<file path="src/ppt_pkg.sv">
// Shared types and constants for the pulse period tachometer.
// No dependencies; every other file imports this package.
package ppt_pkg;

	// Input item codes
	localparam logic OP_PULSE = 1'b0;
	localparam logic OP_TICK  = 1'b1;

	// Configuration register indexes
	localparam logic REG_RATE_NUM    = 1'b0;
	localparam logic REG_STALE_LIMIT = 1'b1;

	localparam int CFG_DATA_W  = 32;
	localparam int STALE_W     = 8;
	localparam int RPM_W       = 23;
	// Dividing by avg * 512 equals dividing the numerator shifted right by 9 by avg
	localparam int AVG_SHIFT   = 9;
	localparam int QUEUE_DEPTH = 2;

	localparam logic [STALE_W-1:0]    STALE_CAP       = 8'd254;
	localparam logic [STALE_W-1:0]    STALE_RESET     = 8'd4;
	localparam logic [CFG_DATA_W-1:0] RATE_NUM_RESET  = 32'd663540000;

	typedef enum logic [2:0] {
		BK_IDLE,
		BK_AVG,
		BK_RPM_GO,
		BK_RPM_WAIT,
		BK_OUT
	} ppt_back_state_t;

	typedef struct packed {
		logic busy;
		logic done;
	} ppt_div_stat_t;

endpackage

</file>
<file path="src/ppt_div.sv">
// Restoring divider, one quotient bit per cycle.
// Depends on ppt_pkg for the status struct.
module ppt_div import ppt_pkg::*; #(
	parameter int W = 23
) (
	input  logic         clk,
	input  logic         arst_n,
	input  logic         start,
	input  logic [W-1:0] dividend,
	input  logic [W-1:0] divisor,
	output ppt_div_stat_t stat,
	output logic [W-1:0] quotient
);

	localparam int CNT_W = $clog2(W + 1);

	logic [W-1:0]     rem_q;
	logic [W-1:0]     quo_q;
	logic [W-1:0]     dvs_q;
	logic [CNT_W-1:0] cnt_q;
	logic             busy_q;
	logic             done_q;

	logic [W:0] shifted;
	logic [W:0] diff;
	logic       ge;

	assign shifted = {rem_q, quo_q[W-1]};
	assign diff    = shifted - {1'b0, dvs_q};
	assign ge      = shifted >= {1'b0, dvs_q};

	always_ff @(posedge clk or negedge arst_n) begin
		if (!arst_n) begin
			busy_q <= 1'b0;
			done_q <= 1'b0;
			cnt_q  <= '0;
		end else begin
			done_q <= 1'b0;
			if (start && !busy_q) begin
				busy_q <= 1'b1;
				cnt_q  <= CNT_W'(W);
			end else if (busy_q) begin
				cnt_q <= cnt_q - 1'b1;
				if (cnt_q == CNT_W'(1)) begin
					busy_q <= 1'b0;
					done_q <= 1'b1;
				end
			end
		end
	end

	always_ff @(posedge clk) begin
		if (start && !busy_q) begin
			rem_q <= '0;
			quo_q <= dividend;
			dvs_q <= divisor;
		end else if (busy_q) begin
			rem_q <= ge ? diff[W-1:0] : shifted[W-1:0];
			quo_q <= {quo_q[W-2:0], ge};
		end
	end

	assign stat.busy = busy_q;
	assign stat.done = done_q;
	assign quotient  = quo_q;

endmodule

</file>
<file path="src/ppt_fifo.sv">
// Short command queue between the front and back parts.
// Depends on ppt_pkg for its depth.
module ppt_fifo import ppt_pkg::*; #(
	parameter int DW = 17
) (
	input  logic          clk,
	input  logic          arst_n,
	input  logic          push,
	input  logic [DW-1:0] push_data,
	input  logic          pop,
	output logic [DW-1:0] pop_data,
	output logic          full,
	output logic          empty
);

	localparam int PTR_W = $clog2(QUEUE_DEPTH);
	localparam int CNT_W = $clog2(QUEUE_DEPTH + 1);

	logic [DW-1:0]    mem_q [QUEUE_DEPTH];
	logic [PTR_W-1:0] wr_ptr_q;
	logic [PTR_W-1:0] rd_ptr_q;
	logic [CNT_W-1:0] cnt_q;

	logic do_push;
	logic do_pop;

	assign full    = cnt_q == CNT_W'(QUEUE_DEPTH);
	assign empty   = cnt_q == '0;
	assign do_push = push && !full;
	assign do_pop  = pop && !empty;

	always_ff @(posedge clk or negedge arst_n) begin
		if (!arst_n) begin
			wr_ptr_q <= '0;
			rd_ptr_q <= '0;
			cnt_q    <= '0;
		end else begin
			if (do_push) begin
				wr_ptr_q <= (wr_ptr_q == PTR_W'(QUEUE_DEPTH - 1)) ? '0 : wr_ptr_q + 1'b1;
			end
			if (do_pop) begin
				rd_ptr_q <= (rd_ptr_q == PTR_W'(QUEUE_DEPTH - 1)) ? '0 : rd_ptr_q + 1'b1;
			end
			if (do_push && !do_pop) begin
				cnt_q <= cnt_q + 1'b1;
			end else if (do_pop && !do_push) begin
				cnt_q <= cnt_q - 1'b1;
			end
		end
	end

	always_ff @(posedge clk) begin
		if (do_push) begin
			mem_q[wr_ptr_q] <= push_data;
		end
	end

	assign pop_data = mem_q[rd_ptr_q];

endmodule

</file>
<file path="src/ppt_front.sv">
// Front part: accepts items, tracks pulse period and staleness, queues ticks.
// Depends on ppt_pkg for item codes and the staleness cap.
module ppt_front import ppt_pkg::*; #(
	parameter int STAMP_BITS = 16
) (
	input  logic                  clk,
	input  logic                  arst_n,
	input  logic                  in_valid,
	output logic                  in_stall,
	input  logic                  opcode,
	input  logic [STAMP_BITS-1:0] timestamp,
	input  logic [STALE_W-1:0]    stale_limit,
	input  logic                  queue_full,
	output logic                  push,
	output logic                  push_stale,
	output logic [STAMP_BITS-1:0] push_period
);

	logic [STAMP_BITS-1:0] last_stamp_q;
	logic [STAMP_BITS-1:0] period_q;
	logic [STALE_W-1:0]    stale_q;
	logic                  accept;

	assign in_stall    = queue_full;
	assign accept      = in_valid && !queue_full;
	assign push        = accept && (opcode == OP_TICK);
	assign push_stale  = stale_q >= stale_limit;
	assign push_period = period_q;

	always_ff @(posedge clk or negedge arst_n) begin
		if (!arst_n) begin
			last_stamp_q <= '0;
			period_q     <= '0;
			stale_q      <= '0;
		end else if (accept) begin
			if (opcode == OP_PULSE) begin
				period_q     <= timestamp - last_stamp_q;
				last_stamp_q <= timestamp;
				stale_q      <= '0;
			end else if (stale_q < STALE_CAP) begin
				stale_q <= stale_q + 1'b1;
			end
		end
	end

endmodule

</file>
<file path="src/ppt_back.sv">
// Back part: period window, running sum, reciprocal average, one divider pass, result register.
// Depends on ppt_pkg for the state type, divider status and widths.
module ppt_back import ppt_pkg::*; #(
	parameter int WINDOW_LEN = 10,
	parameter int STAMP_BITS = 16,
	parameter int SUM_W      = 20,
	parameter int DIV_W      = 23
) (
	input  logic                  clk,
	input  logic                  arst_n,
	input  logic                  queue_empty,
	input  logic                  queue_stale,
	input  logic [STAMP_BITS-1:0] queue_period,
	output logic                  pop,
	input  logic [CFG_DATA_W-1:0] rate_numerator,
	output logic                  div_start,
	output logic [DIV_W-1:0]      div_dividend,
	output logic [DIV_W-1:0]      div_divisor,
	input  ppt_div_stat_t         div_stat,
	input  logic [DIV_W-1:0]      div_quotient,
	output logic                  out_valid,
	input  logic                  out_stall,
	output logic [RPM_W-1:0]      speed_rpm
);

	localparam logic [STAMP_BITS-1:0] STAMP_ONES = {STAMP_BITS{1'b1}};
	localparam logic [SUM_W-1:0]      FILL_SUM   = SUM_W'(STAMP_ONES) * SUM_W'(WINDOW_LEN);

	// Average by reciprocal multiplication: exact for every sum below 2^SUM_W
	localparam int AVG_RSHIFT = SUM_W + $clog2(WINDOW_LEN);
	localparam int RECIP_W    = AVG_RSHIFT + 1;
	localparam int PROD_W     = SUM_W + RECIP_W;
	localparam logic [RECIP_W-1:0] AVG_RECIP = RECIP_W'(((64'd1 << AVG_RSHIFT) +
		64'(WINDOW_LEN) - 64'd1) / 64'(WINDOW_LEN));

	ppt_back_state_t state_q, state_d;

	logic [STAMP_BITS-1:0] win_q [WINDOW_LEN];
	logic [SUM_W-1:0]      sum_q;
	logic [RPM_W-1:0]      rpm_q;
	logic                  out_valid_q;
	logic [RPM_W-1:0]      speed_q;
	logic                  out_free;
	logic                  load_out;
	logic                  avg_zero;
	logic [PROD_W-1:0]     avg_prod;
	logic [STAMP_BITS-1:0] avg;

	assign avg_prod = PROD_W'(sum_q) * PROD_W'(AVG_RECIP);
	assign avg      = avg_prod[AVG_RSHIFT +: STAMP_BITS];
	assign out_free = !out_valid_q || !out_stall;
	assign avg_zero = avg == '0;

	// Next state
	always_comb begin
		state_d = state_q;
		case (state_q)
			BK_IDLE: begin
				if (!queue_empty) begin
					state_d = queue_stale ? BK_OUT : BK_AVG;
				end
			end
			BK_AVG:      state_d = avg_zero ? BK_OUT : BK_RPM_GO;
			BK_RPM_GO:   state_d = BK_RPM_WAIT;
			BK_RPM_WAIT: begin
				if (div_stat.done) begin
					state_d = BK_OUT;
				end
			end
			BK_OUT: begin
				if (out_free) begin
					state_d = BK_IDLE;
				end
			end
			default:     state_d = BK_IDLE;
		endcase
	end

	// Outputs
	always_comb begin
		pop          = 1'b0;
		div_start    = 1'b0;
		load_out     = 1'b0;
		div_dividend = DIV_W'(rate_numerator >> AVG_SHIFT);
		div_divisor  = DIV_W'(avg);
		case (state_q)
			BK_IDLE:   pop = !queue_empty;
			BK_RPM_GO: div_start = 1'b1;
			BK_OUT:    load_out = out_free;
			default: begin
			end
		endcase
	end

	always_ff @(posedge clk or negedge arst_n) begin
		if (!arst_n) begin
			state_q     <= BK_IDLE;
			out_valid_q <= 1'b0;
			sum_q       <= FILL_SUM;
			for (int i = 0; i < WINDOW_LEN; i++) begin
				win_q[i] <= STAMP_ONES;
			end
		end else begin
			state_q <= state_d;
			if (load_out) begin
				out_valid_q <= 1'b1;
			end else if (!out_stall) begin
				out_valid_q <= 1'b0;
			end
			if (pop) begin
				if (queue_stale) begin
					sum_q <= FILL_SUM;
					for (int i = 0; i < WINDOW_LEN; i++) begin
						win_q[i] <= STAMP_ONES;
					end
				end else begin
					// drop the oldest entry from the running sum, add the newest
					sum_q <= sum_q - SUM_W'(win_q[WINDOW_LEN-1]) + SUM_W'(queue_period);
					for (int i = WINDOW_LEN - 1; i > 0; i--) begin
						win_q[i] <= win_q[i-1];
					end
					win_q[0] <= queue_period;
				end
			end
		end
	end

	always_ff @(posedge clk) begin
		if (pop && queue_stale) begin
			rpm_q <= '0;
		end else if (state_q == BK_AVG && avg_zero) begin
			rpm_q <= '0;
		end else if (state_q == BK_RPM_WAIT && div_stat.done) begin
			rpm_q <= div_quotient[RPM_W-1:0];
		end
		if (load_out) begin
			speed_q <= rpm_q;
		end
	end

	assign out_valid = out_valid_q;
	assign speed_rpm = speed_q;

endmodule

</file>
<file path="src/pulse_period_tachometer.sv">
// Pulse period tachometer: averages pulse periods over a window and reports speed in rpm.
// Depends on ppt_pkg, ppt_front, ppt_fifo, ppt_div and ppt_back.
//
// A pulse item (opcode 0) never produces a result; it records the modular period since
// the previous timestamp and clears the staleness count. An evaluate tick (opcode 1) is
// queued by the front part and handled by the back part: the window shift and running-sum
// update happen as the tick is popped, the window average comes from a reciprocal
// multiplication, then a restoring divider of DIV_W bits (DIV_W being the wider of 23 and
// the window-sum width) producing one quotient bit per cycle divides the numerator by the
// average times 512, and the result is loaded into the output register. A stale tick and a
// zero average both report zero without using the divider. A two-entry queue lets pulses
// and ticks keep arriving while the back part divides or while a result waits in the
// output register. The window resets to all ones; there is no clearing pass.
module pulse_period_tachometer import ppt_pkg::*; #(
	parameter int WINDOW_LEN = 10,
	parameter int STAMP_BITS = 16
) (
	input  logic                  clk,
	input  logic                  arst_n,
	input  logic                  in_valid,
	output logic                  in_stall,
	input  logic                  opcode,
	input  logic [STAMP_BITS-1:0] timestamp,
	output logic                  out_valid,
	input  logic                  out_stall,
	output logic [RPM_W-1:0]      speed_rpm,
	input  logic                  cfg_valid,
	output logic                  cfg_ready,
	input  logic                  cfg_index,
	input  logic [CFG_DATA_W-1:0] cfg_data
);

	localparam int SUM_W = STAMP_BITS + $clog2(WINDOW_LEN + 1);
	localparam int DIV_W = (SUM_W > RPM_W) ? SUM_W : RPM_W;
	localparam int QW    = STAMP_BITS + 1;

	logic [CFG_DATA_W-1:0] rate_num_q;
	logic [STALE_W-1:0]    stale_limit_q;

	logic                  push;
	logic                  push_stale;
	logic [STAMP_BITS-1:0] push_period;
	logic                  pop;
	logic [QW-1:0]         pop_data;
	logic                  queue_full;
	logic                  queue_empty;

	logic                  div_start;
	logic [DIV_W-1:0]      div_dividend;
	logic [DIV_W-1:0]      div_divisor;
	ppt_div_stat_t         div_stat;
	logic [DIV_W-1:0]      div_quotient;

	assign cfg_ready = 1'b1;

	always_ff @(posedge clk or negedge arst_n) begin
		if (!arst_n) begin
			rate_num_q    <= RATE_NUM_RESET;
			stale_limit_q <= STALE_RESET;
		end else if (cfg_valid) begin
			if (cfg_index == REG_RATE_NUM) begin
				rate_num_q <= cfg_data;
			end else if (cfg_index == REG_STALE_LIMIT) begin
				stale_limit_q <= cfg_data[STALE_W-1:0];
			end
		end
	end

	ppt_front #(
		.STAMP_BITS(STAMP_BITS)
	) u_front (
		.clk        (clk),
		.arst_n     (arst_n),
		.in_valid   (in_valid),
		.in_stall   (in_stall),
		.opcode     (opcode),
		.timestamp  (timestamp),
		.stale_limit(stale_limit_q),
		.queue_full (queue_full),
		.push       (push),
		.push_stale (push_stale),
		.push_period(push_period)
	);

	ppt_fifo #(
		.DW(QW)
	) u_fifo (
		.clk      (clk),
		.arst_n   (arst_n),
		.push     (push),
		.push_data({push_stale, push_period}),
		.pop      (pop),
		.pop_data (pop_data),
		.full     (queue_full),
		.empty    (queue_empty)
	);

	ppt_div #(
		.W(DIV_W)
	) u_div (
		.clk     (clk),
		.arst_n  (arst_n),
		.start   (div_start),
		.dividend(div_dividend),
		.divisor (div_divisor),
		.stat    (div_stat),
		.quotient(div_quotient)
	);

	ppt_back #(
		.WINDOW_LEN(WINDOW_LEN),
		.STAMP_BITS(STAMP_BITS),
		.SUM_W     (SUM_W),
		.DIV_W     (DIV_W)
	) u_back (
		.clk           (clk),
		.arst_n        (arst_n),
		.queue_empty   (queue_empty),
		.queue_stale   (pop_data[QW-1]),
		.queue_period  (pop_data[STAMP_BITS-1:0]),
		.pop           (pop),
		.rate_numerator(rate_num_q),
		.div_start     (div_start),
		.div_dividend  (div_dividend),
		.div_divisor   (div_divisor),
		.div_stat      (div_stat),
		.div_quotient  (div_quotient),
		.out_valid     (out_valid),
		.out_stall     (out_stall),
		.speed_rpm     (speed_rpm)
	);

	// The divider is never restarted mid-division
	a_div_start_idle: assert property (@(posedge clk) disable iff (!arst_n)
		div_start |-> !div_stat.busy)
		else $error("divider started while busy");

	// A finished division was running in the previous cycle
	a_div_done_busy: assert property (@(posedge clk) disable iff (!arst_n)
		div_stat.done |-> $past(div_stat.busy))
		else $error("divider done without a running division");

	// The back part pops only when the queue holds an entry
	a_pop_nonempty: assert property (@(posedge clk) disable iff (!arst_n)
		pop |-> !queue_empty)
		else $error("queue popped while empty");

	// A division start is never directly followed by a queue pop
	a_start_no_load: assert property (@(posedge clk) disable iff (!arst_n)
		div_start |=> !pop)
		else $error("queue popped during a division");

endmodule

</file>
<file path="config.mk">
export PLATFORM = sky130hd
export DESIGN_NAME = pulse_period_tachometer
export DESIGN_NICKNAME = d
export VERILOG_FILES = /design/src/ppt_pkg.sv /design/src/ppt_div.sv /design/src/ppt_fifo.sv /design/src/ppt_front.sv /design/src/ppt_back.sv /design/src/pulse_period_tachometer.sv
export SDC_FILE = /design/constraint.sdc
export NUM_CORES = 1
export LEC_CHECK = 0
export BUFFER_PORTS_ARGS = -buffer_cell sky130_fd_sc_hd__buf_4
export CORE_MARGIN = 5
export CORE_UTILIZATION = 25
export CTS_CLUSTER_DIAMETER = 60
export DETAILED_ROUTE_END_ITERATION = 7
export PLACE_DENSITY_LB_ADDON = 0.1
export SETUP_SLACK_MARGIN = 0.2
export SLEW_MARGIN = 20
export SYNTH_ARGS = -nofsm -noshare
export SYNTH_HDL_FRONTEND = slang
export SYNTH_SLANG_ARGS = --single-unit
</file>
<file path="constraint.sdc">
create_clock -name clk -period 6.75 [get_ports clk]
set_clock_uncertainty 0.05 [all_clocks]
set_input_delay 1.0125 -clock clk [delete_from_list [all_inputs] [get_ports clk]]
set_output_delay 1.0125 -clock clk [all_outputs]
set_load 0.1 [all_outputs]
</file>
Yosys cells after proc, flatten, opt, wreduce, memory -nomap -nowiden
Memories as Yosys holds them, arrays and structs flattened.
Index checks and enable logic that the tools add are counted.

cells by class
  order comparisons = 3
  shifts and indexed selects = 0
  equal/unequal tests = 11
  div/mod/pow operators = 0
  bitwise gates (word level) = 2
  reductions and logical operators = 29
  $add $sub $neg = 10
  $mul = 1
  multiplexer cells = 32

operator list
  cell                                                                     count
  160-bit two-way mux                                                      1
  23-bit two-way mux                                                       3
  20-bit by 20-bit multiplier with 39-bit output, second input constant    1
  24-bit by 16-bit >= comparator with 1-bit output                         1
  23-bit by 16-bit subtractor with 23-bit output                           1
  20-bit by 16-bit adder with 20-bit output                                1
  20-bit two-way mux                                                       1
  20-bit by 16-bit subtractor with 20-bit output                           1
  16-bit zero test                                                         1
  8-bit two-way mux                                                        2
  16-bit subtractor                                                        1
  1-bit two-way mux                                                        15
  3-bit two-way mux                                                        5
  3-bit case mux with 5 select lines                                       1
  1-bit logical AND                                                        10
  5-bit two-way mux                                                        2
  8-bit by 1-bit adder with 8-bit output, second input constant            1
  8-bit >= comparator                                                      1
  8-bit less-than comparator, second input constant                        1
  2-bit AND reduction                                                      4
  1-bit zero test                                                          7
  3-bit by 2-bit equality test with 1-bit output, second input constant    2
  2-bit by 1-bit inequality test with 1-bit output, second input constant  3
  5-bit by 1-bit equality test with 1-bit output, second input constant    1
  other kinds (16)                                                         21

word-level totals
  register bits after elaboration = 383
  bits in read-only memories = 0
  input port bits = 55
  memories kept = 1
  logic and storage cells = 118
  latch bits = 0
  RAM bits = 34
  output and inout port bits = 26

memory list
  memory        words  bits a word  rd ports  clocked after Yosys merged registers in  write ports  line            text
  u_fifo.mem_q  2      17           1         0                                        1            ppt_fifo.sv:19  logic [DW-1:0] mem_q [QUEUE_DEPTH];

Logic depth before layout (Yosys ltp)
Gate-level depths: netlist of run 1.

  word-level depth = 9
  mapped depth = 26
  mapped depth without buffers = 24

Cells and area by module
A second synthesis of run 1 with hierarchy kept.

second synthesis, totals
  cell total of the unflattened synthesis = 2720
  area, all modules = 28018.1 um^2

by module, submodules not included
  module                   sequential area each (um^2)  area an instance (um^2)  cells each  instances
  ppt_back                 5975.7                       18069.8                  1877        1
  ppt_div                  2016.9                       4304.1                   398         1
  ppt_front                1001.0                       2523.7                   285         1
  pulse_period_tachometer  1017.2                       1646.6                   88          1
  ppt_fifo                 1121.1                       1473.9                   72          1

Worst setup path before layout of run 1
Ideal clock, no wire load.

  path type = register -> register
  start point = register u_back.sum_q[8]
  end point = register u_back.rpm_q[13]
  setup slack = -0.117 ns
  arrival time = 6.681 ns
  setup time = 0.136 ns
  path buffers = 2
  clock period less this slack = 6.867 ns
  cell stages (with the launch flop) = 27
  data required time = 6.564 ns
  cell sequence = dfstp_2 -> ha_1 -> clkbuf_1 -> xor2_1 -> ha_1 -> a21o_1 -> ha_1 -> inv_1 -> fa_1 -> fa_1 -> inv_1 -> fa_1 -> inv_1 -> fa_1 -> inv_1 -> ha_1 -> and4_4 -> and4_4 -> a221oi_1 -> o211a_1 -> o41ai_2 -> a21oi_2 -> xnor2_1 -> or4_4 -> nor4_4 -> buf_6 -> a211oi_1

between the ends
  cells in the longest elaborated chain, start to end = 4

ends and longest elaborated chain
  item                                            line                           text
  start, declared                                 ppt_back.sv:39                 logic [SUM_W-1:0] sum_q;
  start signal, assigned                          ppt_back.sv:118                sum_q <= sum_q - SUM_W'(win_q[WINDOW_LEN-1]) + SUM_W'(queue_period);
  20-bit by 20-bit multiplier with 39-bit output  ppt_back.sv:49                 assign avg_prod = PROD_W'(sum_q) * PROD_W'(AVG_RECIP);
  net div_divisor[13]                             pulse_period_tachometer.sv:50  logic [DIV_W-1:0] div_divisor;
  16-bit zero test                                ppt_back.sv:52                 assign avg_zero = avg == '0;
  1-bit logical AND                               ppt_back.sv:131                end else if (state_q == BK_AVG && avg_zero) begin
  2-bit OR reduction (no line)                    --
  end signal, assigned                            ppt_back.sv:134                rpm_q <= div_quotient[RPM_W-1:0];
  end, declared                                   ppt_back.sv:40                 logic [RPM_W-1:0] rpm_q;

The timed path passes the listed nets, and every way through them passes these cells.
A chain may end at the register's enable or synchronous reset.

Worst setup path after layout of run 1
  start point = register u_back.sum_q[8]
  end point = register u_back.rpm_q[7]

Same word-level chain as after synthesis.

==> results.yml, run 1 <==
floorplan:
  ioPinCount: 81
  std_cell_rows: 118
  floorplan.die_area_um2: 111000
  die_h_um: 333
  initial_core_util: 0.252
  fp.coreArea_um2: 104000
  floorplan.die.width_um: 333
clock_network:
  clock_tree.root_cell: "clkbuf_16"
  tritoncts: "built"
  cts_inserted_buffers: 60
  ctsHtreeMaxLevel: 2
  clock-sinks: 408
  clock_path_buffers: 3
  path_clk_slew_ns: 0.06
  worstSkewPairLatency_ns: 0.65
sta:
  max-slew-margin-rel: 0.322
  final_min_period_over_clock_period: 1.04
  least_setup_slack_across_all_paths_after_layout_ns: -0.282
  fin_tns_setup_ns: -5.82
  setup_viol_count_final: 25
  post-route-min-period_ns: 7.03
  grt_setup_unrepaired: "true"
  maxClockFrequency_ghz: 0.142
  slew_violations: 0
  tightest_slew_ns: 1.01
  finalHoldViolations: 0
synthesis:
  synth.net_count: 3016
  async_flop_share: 0.652
  yosys_warnings: 0
  synth-seq-cells: 408
  synth-edff-count: 96
  avgSynthCellArea_um2: 10.2
  synthesis.instances: 2554
  synthFlopType: "dfstp_2"
  synth_top_area_frac: 0.188
  post_synth_num_cell_types: 84
  top_cells_by_area_in_the_synthesized_netlist: "dfstp_2, ha_1, fa_1, edfxtp_1, dfrtp_1"
  synth_top_cell_by_area: "dfstp_2"
  synth_sequential_area_ratio: 0.409
  synth_area_um2: 26200
run_status:
  run_status: "complete, but fails checks"
  failing_checks: "setup timing"
grt:
  vias_in_the_first_global_route: 19400
  maximum_number_of_pins_on_one_net_before_global_route_repair: 214
  globalRouteOverflowTotal: 0
  grt_antenna_before_repair: 0
  global_route_wire_length_before_repair_um: 107000
  grt_usage: 0.118
setup_path:
  timing.setup.critical_path_class: "register to register"
  critical-path-top-cell-by-count: "fa_1"
  timing.critical_path.required_ns: 7.22
  arrival_ns: 7.50
  regToRegSetupSlack_ns: -0.28
  timing.critical_path.from: "u_back.sum_q[8]"
  crit_path_max_fanout: 6
  critical_path.endpoint_type: "register"
  worst_path_max_delay_cell: "dfstp_2"
  crit_path_max_delay_family: "adder cells"
  cp-start-kind: "register"
  timing.rr.start: "u_back.sum_q[8]"
  cp_peak_stage_delay_ns: 0.63
  crit_buf_inv: 8
job:
  maxCapViolCount: 0
drt:
  post_route_wl_um: 66100
  route.vias.total: 18200
  ant_nets: 0
  route.detailed.vias_per_inst: 4.29
  first_iter_violations: 637
  remaining_drc_errors: 0
  wl_per_cell_um: 15.6
  first_pass_iters: 4
place:
  io_buffer_count: 78
  globalplace.congestion: 0.820
  dp.final_hpwl_um: 49000
hold_path:
  hold_path_class: "input port to async pin"
finish:
  mostFrequentLayoutCell: "nor2_1"
  drive_above_1_share: 0.256
  area_delta_synth_final_pct: 23.9
  n_antenna_cell: 0
  num-nets-final: 3265
  layout_common_cells: "nor2_1, inv_1, buf_4, ha_1, a21oi_1"
  nFillCells: 10900
cell usage after synthesis (18+ instances only):
cell / instances
dfrtp_1: 79
dfstp_2: 187
nor3_1: 21
o21ai_0: 101
nor2_1: 385
dfxtp_1: 46
inv_1: 303
a211oi_1: 32
nand2b_1: 18
nand3_1: 21
fa_1: 147
clkbuf_1: 89
ha_1: 260
nand2_1: 109
a21o_1: 18
xnor2_1: 35
a21oi_1: 220
mux2_2: 56
mux2i_1: 52
a31oi_1: 25
edfxtp_1: 96
xor2_1: 39
what timing repair did:
item,in CTS,in global routing
cloned,2,1
pin swaps,47,34
hold buffers,0,0
resized for setup,71,25
setup endpoints to repair,27,29
setup buffers,12,10
final timing paths:
| check | to | depth (start not counted) |
|---|---|---|
| max | u_back.rpm_q[7] | 28 |
| min in group clk | u_back.speed_rpm[1] | 0 |
| max reg2reg | u_back.rpm_q[7] | 28 |
| max in group asynchronous | u_div.cnt_q[1] | 2 |
| min | stale_limit_q[3] | 1 |
| min reg2reg | u_back.speed_rpm[1] | 0 |
cells by family (layout without fill, tap and decap cells):
logic type	count (synthesis)	after routing	share of synthesized area
other	1	1	0.000143
buffers and inverters	401	701	0.0586
AOI/OAI and AO/OA	499	499	0.116
muxes	108	108	0.0440
adders and majority gates	407	407	0.237
xor gates and xnor gates	74	74	0.0248
DFF	408	408	0.409
and+or+nand+nor	656	656	0.111
metal layers:
layer  global-route usage  vias up  wire [µm]
li1                     -     9169          -
met1                0.153     8740      30700
met2                0.205      170      32300
met3               0.0178       80       1770
met4               0.0302        0       1330
met5                    0        -          0
flip-flops by register name, indices dropped and copies added, names as in the netlist, 2 cells and up:
signal and cells:
u_back.speed_rpm 23, u_div.quotient 23, u_div.cnt_q 5, u_fifo.cnt_q 2, u_front.last_stamp_q 16, stale_limit_q 8, u_back.sum_q 20, u_div.rem_q 23
rate_num_q 23, u_div.dvs_q 16, u_front.stale_q 8, u_front.push_period 16, u_fifo.mem_q 34, u_back.win_q 160, u_back.state_q 3, u_back.rpm_q 23
layout make-up:
| class | count | area (µm²) | share of cell area |
|---|---|---|---|
| Clock buffer | 82 | 1710 | 0.0527 |
| Inverter | 303 | 1140 | 0.0351 |
| Tap cell | 1380 | 1730 | 0.0533 |
| Sequential cell | 408 | 10700 | 0.330 |
| Clock inverter | 31 | 352 | 0.0109 |
| Multi-Input combinational cell | 1745 | 14500 | 0.447 |
| Timing Repair Buffer | 285 | 2300 | 0.0709 |
metrics by stage:
stage	std cells	hold slack (ns)	utilization	instance area, µm²	setup WS, ns
floorplan	2554	0.358	-	26200	0.205
global placement	4096	0.366	0.285	29600	-0.538
detailed placement	4096	0.368	0.285	29600	-0.584
CTS	4223	0.257	0.310	32200	-0.321
global route	4234	0.282	0.313	32400	-0.552
finish	4234	0.272	0.313	32400	-0.282
Power of run 1 is not shown: default switching activity piles up to over one toggle a cycle in this logic, so the estimate is an artifact.
==> inputs of run 2 (changes only) <==
--- a/config.mk
+++ b/config.mk
@@ -6,10 +6,12 @@
 export NUM_CORES = 1
 export LEC_CHECK = 0
 export BUFFER_PORTS_ARGS = -buffer_cell sky130_fd_sc_hd__buf_4
+export CORE_ASPECT_RATIO = 1.2
 export CORE_MARGIN = 5
 export CORE_UTILIZATION = 25
 export CTS_CLUSTER_DIAMETER = 60
 export DETAILED_ROUTE_END_ITERATION = 7
+export MAX_ROUTING_LAYER = met4
 export PLACE_DENSITY_LB_ADDON = 0.1
 export SETUP_SLACK_MARGIN = 0.2
 export SLEW_MARGIN = 20
==> run 2 against run 1 <==
Effect of this change: wire length increased by 2.5%; hold slack got worse by 0.052 ns; the flow still finishes with violations (setup timing); via count increased by 1.6%; count of clock-buffer cells in the layout decreased by 7; flip-flop and latch count unchanged; register-to-register slack improved by 0.02 ns; maximum frequency rose by 0.31%; final cell count is the same; critical path depth is 2 lower; setup slack better by 0.022 ns; global-route usage increased by 0.74 points.
==> results.yml, run 2 (same netlist as run 1, synthesis figures left out) <==
run_status:
  run_status: "complete, but fails checks"
  failing_checks: "setup timing"
setup_path:
  arrival_ns: 7.46
  timing.rr.start: "u_back.sum_q[10]"
  regToRegSetupSlack_ns: -0.26
  critical_path.endpoint_type: "register"
  timing.setup.critical_path_class: "register to register"
  rr_worst_depth: 26
  timing.critical_path.required_ns: 7.20
  crit_path_max_fanout: 6
  cp-start-kind: "register"
  worst_r2r_endpoint: "u_back.state_q[1]"
finish:
  drive_above_1_share: 0.261
  mostFrequentLayoutCell: "nor2_1"
  sequential_cell_area_um2: 10700
  n_antenna_cell: 0
  layout.cells.non_filler: 4234
  nFillCells: 10800
  num-nets-final: 3257
  layout_common_cells: "nor2_1, inv_1, buf_4, ha_1, a21oi_1"
  largest_register_ffs: 160
  top_register: "u_back.win_q"
  layout_top_registers: "u_back.win_q: 160 flops, u_fifo.mem_q: 34 flops"
  final_design_area_no_fill_um2: 32500
  multiInputGateArea_um2: 14600
  area_delta_synth_final_pct: 24.2
clock_network:
  clock_tree.root_cell: "clkbuf_16"
  clock_path_buffers: 3
  worstSkewPairLatency_ns: 0.63
  tritoncts: "built"
  cts-hold-fix-buffers: 0
  clock-sinks: 408
  ctsHtreeMaxLevel: 2
  path_clk_slew_ns: 0.05
  cts_inserted_buffers: 61
job:
  maxCapViolCount: 0
place:
  placed_cell_area_um2: 29600
  io_buffer_count: 78
  globalplace.congestion: 0.842
  dp.final_hpwl_um: 50500
  dp.cells: 4101
grt:
  globalRouteOverflowTotal: 0
  global_route_wire_length_before_repair_um: 110000
  maximum_number_of_pins_on_one_net_before_global_route_repair: 195
  grt_usage: 0.125
  vias_in_the_first_global_route: 19800
  grt_antenna_before_repair: 0
hold_path:
  hold_path_class: "input port to async pin"
sta:
  tightest_slew_ns: 0.901
  final_min_period_over_clock_period: 1.04
  fin_tns_setup_ns: -5.48
  setup_viol_count_final: 25
  least_setup_slack_across_all_paths_after_layout_ns: -0.260
  grt_setup_unrepaired: "true"
  maxClockFrequency_ghz: 0.143
  post-route-min-period_ns: 7.01
  hold-worst-slack_ns: 0.219
  max-slew-margin-rel: 0.399
  slew_violations: 0
  finalHoldViolations: 0
drt:
  first_iter_violations: 681
  route.vias.total: 18500
  ant_nets: 0
  remaining_drc_errors: 0
  route.detailed.vias_per_inst: 4.36
  wl_per_cell_um: 16.0
  post_route_wl_um: 67700
  first_pass_iters: 4
floorplan:
  fp.coreArea_um2: 104000
  initial_core_util: 0.251
  ioPinCount: 81
  floorplan.die_area_um2: 111000
  std_cell_rows: 130
  die_h_um: 364
  floorplan.die.width_um: 305
[run 2: cell types whose count changed in the layout (fill, tap and decap cells not counted), sizes merged]
cell | previous run | this run
buf | 284 | 275
clkbuf | 83 | 76
clkinv | 13 | 20
bufinv | 4 | 7
clkinvlp | 5 | 4
inv | 312 | 313
[run 2: critical path, stage by stage (launching register included)]
cell and delay, ns:
dfstp_2 0.57, ha_1 0.27, fa_1 0.52, ha_4 0.30, inv_1 0.05, fa_1 0.45, fa_1 0.49, inv_1 0.06
fa_1 0.52, inv_1 0.05, fa_1 0.52, inv_2 0.05, ha_4 0.25, and4_4 0.23, and4_4 0.25, a221oi_4 0.09
o211a_4 0.31, o41ai_4 0.25, buf_4 0.18, a21oi_4 0.05, xnor2_2 0.15, or4_4 0.45, nor4_4 0.29, buf_6 0.15
buf_6 0.12, clkbuf_16 0.15, o22ai_2 0.07
[run 2: through the flow]
| stage | setup slack, ns | util |
|---|---|---|
| 6_report | -0.260 | 0.311 |
| 5_1_grt | -0.458 | 0.311 |
| 4_1_cts | -0.302 | 0.308 |
| 3_5_place_dp | -0.601 | 0.284 |
| 3_3_place_gp | -0.561 | 0.284 |
| 2_1_floorplan | 0.205 | - |
[run 2: repair_timing]
| action | CTS | global route |
|---|---|---|
| pin swaps | 21 | 36 |
| buffers inserted | 10 | 4 |
| endpoints found under the setup margin | 27 | 28 |
| resized for setup | 54 | 56 |
| gates cloned | 1 | 1 |
[run 2: routing by layer]
layer | GRT usage | vias up | routed length [µm] | share of wire
met2 | 0.229 | 206 | 35800 | 0.53
li1 | - | 9174 | - | -
met3 | 0.0174 | 87 | 1790 | 0.026
met4 | 0.0294 | 0 | 1300 | 0.019
met1 | 0.146 | 8987 | 28900 | 0.43
met5 | - | - | 0 | 0
[run 2: how the worst max path moves through the flow]
stage,startpoint,endpoint,slack (ns),cells after the start
global route,u_back.sum_q[10],u_back.rpm_q[1],-0.46,25
floorplan,u_back.sum_q[8],u_back.rpm_q[13],0.21,26
detailed placement,u_back.sum_q[11],u_back.rpm_q[3],-0.60,22
global placement,u_back.sum_q[11],u_back.rpm_q[3],-0.56,22
CTS,u_back.sum_q[10],u_back.rpm_q[6],-0.30,25
finish,u_back.sum_q[10],u_back.state_q[1],-0.26,26
[run 2: layout make-up]
class,instances,area share
sequential,408,0.329
clock buffer,75,0.0502
inverter,303,0.0350
multi-input combinational,1745,0.449
timing repair buffer,276,0.0680
clock inverter,41,0.0151
tap,1386,0.0534
Power of run 2 is left out for the same reason.
